$ cat src/hw/rtl/ccns_pkg.sv
// Shared types and constants for the codebook cosine nearest search block.
package ccns_pkg;

  localparam int CFG_W   = 9;
  localparam int ELEM_W  = 16;
  localparam int SIM_W   = 16;
  localparam int IDX_W   = 4;
  localparam int OP_W    = 2;
  localparam int STS_W   = 2;

  localparam int NORM_SHIFT = 20;
  localparam int FRAC_SHIFT = 14;
  localparam int T_LIMIT_W  = 40;

  localparam logic [OP_W-1:0] OP_LOAD  = 2'd0;
  localparam logic [OP_W-1:0] OP_QUERY = 2'd1;
  localparam logic [OP_W-1:0] OP_CLEAR = 2'd2;

  localparam logic [STS_W-1:0] STS_OK    = 2'd0;
  localparam logic [STS_W-1:0] STS_FULL  = 2'd1;
  localparam logic [STS_W-1:0] STS_EMPTY = 2'd2;

  localparam logic KIND_ACK = 1'b0;
  localparam logic KIND_ANS = 1'b1;

  localparam logic signed [SIM_W-1:0] SIM_ONE   = 16'sh4000;
  localparam logic signed [SIM_W-1:0] SIM_EMPTY = 16'sh8000;

  localparam logic [CFG_W-1:0] VLEN_RESET = 9'd256;

  typedef enum logic [2:0] {
    S_IDLE,
    S_PASS,
    S_SQA,
    S_SQB,
    S_DIVA,
    S_DIVB,
    S_CMP,
    S_EMIT
  } ccns_state_t;

  typedef struct packed {
    logic load_elem;
    logic query_elem;
    logic clear;
    logic sqrt_start;
    logic sqrt_sel_b;
    logic div_start;
    logic div_sel_b;
    logic compare;
    logic pass_next;
    logic emit;
  } ccns_cmd_t;

  typedef struct packed {
    logic load_last;
    logic query_last;
    logic cb_empty;
    logic pass_done;
    logic sqrt_done;
    logic div_done;
    logic more_entries;
    logic out_free;
  } ccns_sts_t;

endpackage

$ cat src/hw/rtl/ccns_ctrl.sv
// Sequencing state machine for loads, queries and result hand-off.
module ccns_ctrl
  import ccns_pkg::*;
(
  input  logic            clk,
  input  logic            rst_n,
  input  logic            in_valid,
  input  logic [OP_W-1:0] in_opcode,
  output logic            in_stall,
  input  ccns_sts_t       sts,
  output ccns_cmd_t       cmd
);

  ccns_state_t state_r, state_nxt;

  always_ff @(posedge clk) begin
    if (!rst_n) begin
      state_r <= S_IDLE;
    end else begin
      state_r <= state_nxt;
    end
  end

  always_comb begin
    state_nxt = state_r;
    unique case (state_r)
      S_IDLE: begin
        if (in_valid) begin
          unique case (in_opcode)
            OP_LOAD: begin
              if (sts.load_last) state_nxt = S_EMIT;
            end
            OP_QUERY: begin
              if (sts.query_last) state_nxt = sts.cb_empty ? S_EMIT : S_PASS;
            end
            default: ;
          endcase
        end
      end
      S_PASS: if (sts.pass_done) state_nxt = S_SQA;
      S_SQA:  if (sts.sqrt_done) state_nxt = S_SQB;
      S_SQB:  if (sts.sqrt_done) state_nxt = S_DIVA;
      S_DIVA: if (sts.div_done) state_nxt = S_DIVB;
      S_DIVB: if (sts.div_done) state_nxt = S_CMP;
      S_CMP:  state_nxt = sts.more_entries ? S_PASS : S_EMIT;
      S_EMIT: if (sts.out_free) state_nxt = S_IDLE;
      default: state_nxt = S_IDLE;
    endcase
  end

  always_comb begin
    cmd      = '0;
    in_stall = (state_r != S_IDLE);
    unique case (state_r)
      S_IDLE: begin
        if (in_valid) begin
          unique case (in_opcode)
            OP_LOAD:  cmd.load_elem  = 1'b1;
            OP_QUERY: cmd.query_elem = 1'b1;
            OP_CLEAR: cmd.clear      = 1'b1;
            default: ;
          endcase
        end
      end
      S_PASS: cmd.sqrt_start = sts.pass_done;
      S_SQA: begin
        cmd.sqrt_start = sts.sqrt_done;
        cmd.sqrt_sel_b = 1'b1;
      end
      S_SQB: cmd.div_start = sts.sqrt_done;
      S_DIVA: begin
        cmd.div_start = sts.div_done;
        cmd.div_sel_b = 1'b1;
      end
      S_DIVB: ;
      S_CMP: begin
        cmd.compare   = 1'b1;
        cmd.pass_next = sts.more_entries;
      end
      S_EMIT: cmd.emit = sts.out_free;
      default: ;
    endcase
  end

endmodule

$ cat config.mk
export PLATFORM = sky130hd
export DESIGN_NAME = ccns_ctrl
export DESIGN_NICKNAME = d
export VERILOG_FILES = /design/src/hw/rtl/ccns_pkg.sv /design/src/hw/rtl/ccns_ctrl.sv
export SDC_FILE = /design/constraint.sdc
export NUM_CORES = 1
export LEC_CHECK = 0
export BUFFER_PORTS_ARGS = -buffer_cell sky130_fd_sc_hd__buf_2
export CORE_AREA = 2 2 39 41
export DETAILED_ROUTE_END_ITERATION = 10
export DIE_AREA = 0 0 41 43
export PLACE_DENSITY = 0.62
export SETUP_SLACK_MARGIN = 0.2
export SLEW_MARGIN = 20
export SYNTH_ARGS = -nofsm -noshare
export SYNTH_HDL_FRONTEND = slang
export SYNTH_SLANG_ARGS = --single-unit
$ cat constraint.sdc
create_clock -name clk -period 1.4 [get_ports clk]
set_clock_uncertainty 0.1 [all_clocks]
set_input_delay 0.21 -clock clk [delete_from_list [all_inputs] [get_ports clk]]
set_output_delay 0.21 -clock clk [all_outputs]
set_load 0.02 [all_outputs]
# Yosys cells after proc, flatten, opt, wreduce, memory -nomap -nowiden
# Index checks and enable logic that the tools add are counted.
[word_totals]
ff_bits = 3
input_bits = 13
out_inout_bits = 11
elab_cells = 48
[op_classes]
n_eq_ne = 19
muxes = 24
n_reduce_logical = 4
[op_table]
columns = ["op", "n"]
rows = [
  ["$mux 3", 13],
  ["$pmux 3 s8", 1],
  ["$ne 2x2->1 const B", 7],
  ["$eq 3x3->1 const B", 4],
  ["$reduce_and 10->1", 1],
  ["$eq 3x2->1 const B", 2],
  ["$mux 1", 6],
  ["$ne 3x3->1 const B", 2],
  ["$pmux 3 s2", 1],
  ["$pmux 1 s2", 2],
  ["$eq 3x1->1 const B", 1],
  ["$logic_not 3->1", 1],
  ["$ne 3x1->1 const B", 1],
  ["$reduce_bool 3->1", 1],
  ["$eq 2x1->1 const B", 1],
  ["$eq 2x2->1 const B", 1],
  ["$logic_not 2->1", 1],
  ["$mux 2", 1],
]

# Depth between registers and ports, before layout
# Gate-level depths: netlist of run 1.
[depth]
ltp_word = 5
ltp_mapped = 6
mapped_depth_nobuf = 4

# Worst setup path after synthesis of run 1
# No wires, ideal clock.
[synth_timing]
path_type = "reg2out"
startpoint = "register state_r[0]"
endpoint = "output cmd[4] (netlist name)"
t_arrival_ps = 1376
required_ps = 1090
slack_ps = -286
stages_incl_launch_ff = 5
n_path_buf = 1
cell_sequence = "dfxtp_1 clkbuf_1 nor3_1 nand2_1 nand2_1"
[synth_lines]
columns = ["item", "line_no", "source"]
rows = [
  ["start, declared", "ccns_ctrl.sv:14", "ccns_state_t state_r, state_nxt;"],
  ["start signal, assigned", "ccns_ctrl.sv:20", "state_r <= state_nxt;"],
  ["end, declared", "ccns_ctrl.sv:11", "output ccns_cmd_t cmd"],
]

==> flow_summary.yaml, run 1 <==
outcome:
  outcome: "finished with violations"
  violations: "negative setup slack"
final_layout:
  layout.nets: 110
  register_area_um2: 66.31
  post-route-util_pct: 61.93
  final_cells: 112
  antennaDiodeCount: 0
  multiInputGateArea_um2: 410.4
  fillers: 125
  largest_register: "state_r"
  drive_above_1_share_pct: 70.83
  syn_to_final_growth_pct: 121.7
  largest_register_ffs: 3
  top_regs: "state_r: 3 flops"
floorplan:
  num_rows: 14
  die-area_um2: 1763
  die_h_um: 43
  fp.dieW_um: 41
  coreArea_um2: 1384
  initial_core_util_pct: 27.94
  ioPinCount: 24
sta:
  setup_viol: 9
  fin_crit_ps: 1536
  worst_pin_slew_ps: 254.5
  maxSlewViolCount: 0
  fmax_ghz: 0.6512
  rsz0062_at_grt: "yes"
  post-route-period-util_pct: 109.7
  timing.final.ws_setup_ps: -135.7
  hold_viol: 0
  slew_headroom_pct: 82.55
clock_tree:
  path_clk_slew_ps: 40
  hold_buffers: 0
  cts_made_buffers: 3
  clkLatencyLatePin_ps: 230
  cts_tree: "done"
  cts.sinks: 3
  clock_path_buffers: 2
  clockRootBuffer: "clkbuf_4"
  h-tree-depth: 1
synth:
  synth_largest_area_cell: "dfxtp_1"
  synthesis.area_um2: 386.6
  synth_nets: 68
  synth_seq_cells: 3
  ys_seq_area_share_pct: 15.53
  avgSynthCellArea_um2: 7.029
  yosys_warnings: 0
  netlist_instances: 55
  synth_area_leaders: "dfxtp_1 (16%), nor3_1 (7.8%), nor3b_1 (7.8%)"
  synth.distinct_cells: 28
  synth_top_area_share_pct: 15.53
worst_hold_path:
  worst_hold_path_type: "in2reg"
pwr:
  pwr-share-clk_pct: 11.1
  swShare_pct: 45.35
  pwr-share-comb_pct: 76.9
  power.density_nw_per_um2: 1612
  seq_power_share_pct: 11.9
  p_leak_nw: 0.3696
  peakVddDrop_mv: 0.6711
  p_int_w: 0.0007548
  totalPowerFinal_w: 0.001381
  power.net_switching_w: 0.0006264
place:
  dp_hpwl_um: 1051
  gp_congestion: 0.8280
  portBuffers: 23
  dpl.cell_count: 105
critical_path:
  worstSetupStartpointType: "register"
  crit_top_cell: "buf_6"
  path_class: "reg2out"
  worst_ep_required_time_ps: 1090
  cpMaxStageDelayCell: "dfxtp_4"
  cp_max_fo: 5
  critPathMaxStageDelay_ps: 360
  path_cells: "inv_2 -> nand4_1 -> buf_6 -> nor3b_4 -> buf_6"
  crit_arrival_ps: 1230
  end_kind: "output port"
routing:
  routed_wl_um: 1484
  num_vias: 593
  drt_iter0_markers: 8
  wire_per_inst_um: 13.25
  ant_nets: 0
  drt_first_pass_iters: 4
  drcViolationCount: 0
  viasPerCell: 5.295
global_route:
  grt_pass1_wl_um: 2352
  grt_max_degree: 8
  grt_pass1_vias: 564
  grt.total_usage_pct: 18.76
  antenna_found_initial: 0
  overflow: 0
run:
  maxCapViolCount: 0
-- cell usage in the layout, fill, tap and decap left out, types with 2 or more instances in the layout --
cell type and n:
nor3_4 4, nor3b_4 2, clkbuf_4 3, buf_6 11, o21ai_0 4, nand2_1 6
dfxtp_2 2, buf_4 18, buf_2 12, inv_2 3, nand4_1 3, nor3_2 2
-- cell type report --
class                           count  area share, %
Sequential cell                     3          7.737
Timing Repair Buffer               41          37.23
Clock buffer                        4          3.066
Inverter                            4          1.752
Tap cell                           16          2.336
Multi-Input combinational cell     44          47.88
-- worst paths after layout --
path / from / end / slack, ps / depth (start not counted)
setup reg to reg: state_r[1]$_SDFFE_PN0P_ / state_r[2]$_SDFFE_PN0P_ / -70 / 5
hold / removal: rst_n / state_r[0]$_SDFFE_PN0P_ / 150 / 3
setup / recovery: state_r[0]$_SDFFE_PN0P_ / cmd[8] / -140 / 5
hold reg to reg: state_r[1]$_SDFFE_PN0P_ / state_r[1]$_SDFFE_PN0P_ / 570 / 3
-- per-layer routing --
metal  global-route usage, %  vias to the layer above  share of wire (%)
met5                       0                        -                  0
met2                   32.50                       20                 54
met1                   22.44                      282                 41
met3                   3.665                        2                3.8
met4                   4.000                        0                1.3
li1                        -                      289                  -
-- power by group through the flow --
stage	sequential, W	clock (W)	combinational [W]
finish	0.000165	0.000154	0.00106
global route	0.000168	0.000173	0.00114
CTS	0.000165	0.000158	0.00100
global placement	0.000155	0	0.000775
detailed placement	0.000156	0	0.000783
floorplan	0.000138	0	0.000520
-- through the flow --
stage	worst slack (ps)	hold slack, ps	TNS [ps]	area [um2]
floorplan	-119.3	222.2	-405.3	441.7
global placement	-17.33	374.8	-17.33	654.4
detailed placement	-30.83	379.8	-41.23	654.4
CTS	-113.4	128.2	-693.1	825.8
global route	-195.2	136.2	-1528	857.1
finish	-135.7	145.6	-795.4	857.1
-- Yosys cell counts (all sizes together) --
| cell type | n |
|---|---|
| nand2 | 6 |
| nor3 | 6 |
| o21ai | 6 |
| inv | 4 |
| nor3b | 4 |
| buf | 3 |
| dfxtp | 3 |
| nand4 | 3 |
| a21oi | 2 |
| mux2i | 2 |
| nand3 | 2 |
| nor2 | 2 |
| a22oi | 1 |
| a2bb2oi | 1 |
| a311oi | 1 |
| clkbuf | 1 |
| nand2b | 1 |
| nor2b | 1 |
| o211ai | 1 |
| o22ai | 1 |
| o311a | 1 |
| o311ai | 1 |
| o31a | 1 |
| or4 | 1 |
-- timing repair --
item | 4_1_cts | 5_1_grt
gates resized for setup | 35 | 7
setup buffers | 3 | 0
endpoints found under the hold margin | 0 | 0
setup endpoints to repair | 14 | 14
pin swaps | 3 | 4
-- worst max-delay path: cells and delay by family, from the launching register on --
kind	cells	cell delay (ps)
buffers and inverters	3	360
AND/OR/NAND/NOR	2	270
flip-flops	1	360
-- kinds of logic after synthesis --
family | share of synthesized area, %
AOI/OAI and AO/OA | 33.01
buffers and inverters | 9.384
muxes | 5.178
and+or+nand+nor | 36.90
DFF | 15.53
Power figures use the tool's default switching activity.
==> inputs of run 2 (changes only) <==
REMOVE_ABC_BUFFERS = 1   (was default)
==> flow_summary.yaml, run 2 (synthesis results as in run 1) <==
place:
  portBuffers: 23
  place_area_um2: 598.1
  dp_hpwl_um: 963.4
  gp_congestion: 0.8208
final_layout:
  antennaDiodeCount: 0
  fillers: 105
  top_regs: "state_r: 3 flops"
  multiInputGateArea_um2: 356.6
  layout.nets: 118
  syn_to_final_growth_pct: 133.0
  largest_register_ffs: 3
  stdcell_area_um2: 900.9
  final_common_cell: "buf_6"
  register_area_um2: 71.32
  layout_common_cells: "buf_6 (19), buf_4 (16), buf_2 (14)"
  largest_register: "state_r"
  post-route-util_pct: 65.10
  drive_above_1_share_pct: 69.23
routing:
  drcViolationCount: 0
  num_vias: 648
  drt_iter0_markers: 14
  routed_wl_um: 1813
  wire_per_inst_um: 15.11
  ant_nets: 0
  drt_first_pass_iters: 6
  viasPerCell: 5.400
global_route:
  grt_pass1_vias: 582
  antenna_found_initial: 0
  overflow: 0
  grt_pass1_wl_um: 2532
  grt.total_usage_pct: 21.72
  grt_max_degree: 8
pwr:
  totalPowerFinal_w: 0.001585
  peakVddDrop_mv: 0.7845
  power.density_nw_per_um2: 1759
  p_leak_nw: 0.4040
critical_path:
  rrSetupSlack_ps: -160
  r2r-start: "state_r[1]$_SDFFE_PN0P_"
  cp_max_fo: 5
  worst_r2r_endpoint: "state_r[2]$_SDFFE_PN0P_"
  critPathMaxStageDelay_ps: 360
  worst_ep_required_time_ps: 1090
  critPathTopFamily: "flip-flops"
  end_kind: "output port"
  cpMaxStageDelayCell: "dfxtp_4"
  reg2reg_depth: 6
  path_cells: "inv_4 -> buf_6 -> nand4_1 -> nor3b_1 -> buf_2"
  crit_arrival_ps: 1330
  path_buf_inv: 3
  path_class: "reg2out"
  worstSetupStartpointType: "register"
clock_tree:
  path_clk_slew_ps: 50
  hold_buffers: 0
  cts_tree: "done"
  clkLatencyLatePin_ps: 250
  clockRootBuffer: "clkbuf_4"
  h-tree-depth: 1
  cts.sinks: 3
  cts_made_buffers: 3
  clock_path_buffers: 2
floorplan:
  die_h_um: 43
  initial_core_util_pct: 27.94
  num_rows: 14
  fp.dieW_um: 41
  coreArea_um2: 1384
  die-area_um2: 1763
  ioPinCount: 24
sta:
  fin_crit_ps: 1637
  hold_ws_ps: 117.3
  slew_headroom_pct: 71.23
  timing.final.ws_setup_ps: -237.4
  maxSlewViolCount: 0
  fmax_ghz: 0.6107
  rsz0062_at_grt: "yes"
  hold_viol: 0
  tns_ps: -2093
  worst_pin_slew_ps: 428.7
  post-route-period-util_pct: 117.0
  setup_viol: 14
worst_hold_path:
  min_to: "state_r[0]$_SDFFE_PN0P_"
  min_path_cells: 3
  worstHoldStart: "rst_n"
  worst_hold_path_type: "in2reg"
outcome:
  violations: "negative setup slack"
  outcome: "finished with violations"
run:
  maxCapViolCount: 0
[run 2: cell types whose count changed in the layout (fill, tap and decap cells not counted), sizes merged]
cell,before,now
buf,41,49
[run 2: metal layers]
| layer | vias up | share of wire [%] | wire [um] | track usage, % |
|---|---|---|---|---|
| met2 | 42 | 51 | 921 | 34.38 |
| li1 | 307 | - | - | - |
| met1 | 293 | 39 | 704 | 27.07 |
| met5 | - | 0 | 0 | 0 |
| met4 | 0 | 1.9 | 34 | 12.67 |
| met3 | 6 | 8.4 | 152 | 1.571 |
[run 2: worst register-to-register path, cell delays in order, from the launching register on]
cell	delay (ps)
dfxtp_4	370
inv_4	40
buf_4	120
buf_6	110
or4_4	480
o311a_1	130
a21oi_2	130
[run 2: area by class of cell]
type                       count  area share, %
clock buffer                   4          2.917
inverter                       4          2.500
multi-input combinational     44          39.58
sequential                     3          7.917
tap                           16          2.222
timing repair buffer          49          44.86
[run 2: where the power goes]
group / leakage (nW) / switching (W) / internal, W / total (W)
registers: 0.0267 / 0.0000495 / 0.000131 / 0.000180
logic: 0.362 / 0.000581 / 0.000654 / 0.00123
clock network: 0.0150 / 0.0000619 / 0.000108 / 0.000170
total: 0.404 / 0.000692 / 0.000892 / 0.00158
[run 2: how the worst max path moves through the flow]
stage | start | end | slack, ps | cells after the start
after global routing | state_r[0]$_SDFFE_PN0P_ | cmd[7] | -290 | 5
after CTS | state_r[0]$_SDFFE_PN0P_ | cmd[8] | -200 | 5
after floorplan | state_r[2]$_SDFFE_PN0P_ | cmd[4] | -330 | 4
after global placement | state_r[2]$_SDFFE_PN0P_ | state_r[0]$_SDFFE_PN0P_ | -20 | 5
final | state_r[1]$_SDFFE_PN0P_ | cmd[7] | -240 | 5
after detailed placement | state_r[2]$_SDFFE_PN0P_ | state_r[0]$_SDFFE_PN0P_ | -20 | 5
[run 2: timing repair]
item | 4_1_cts | 5_1_grt
pin swaps | 16 | 7
gates resized for setup | 33 | 20
endpoints found under the hold margin | 0 | 0
endpoints found under the setup margin | 14 | 14
gates cloned | 1 | 0
buffers inserted | 10 | 2
[run 2: stage by stage]
stage	instances	setup slack, ps
6_report	120	-237.4
3_3_place_gp	103	-18.94
2_1_floorplan	51	-327.5
4_1_cts	118	-198.3
5_1_grt	120	-288.1
3_5_place_dp	103	-17.65
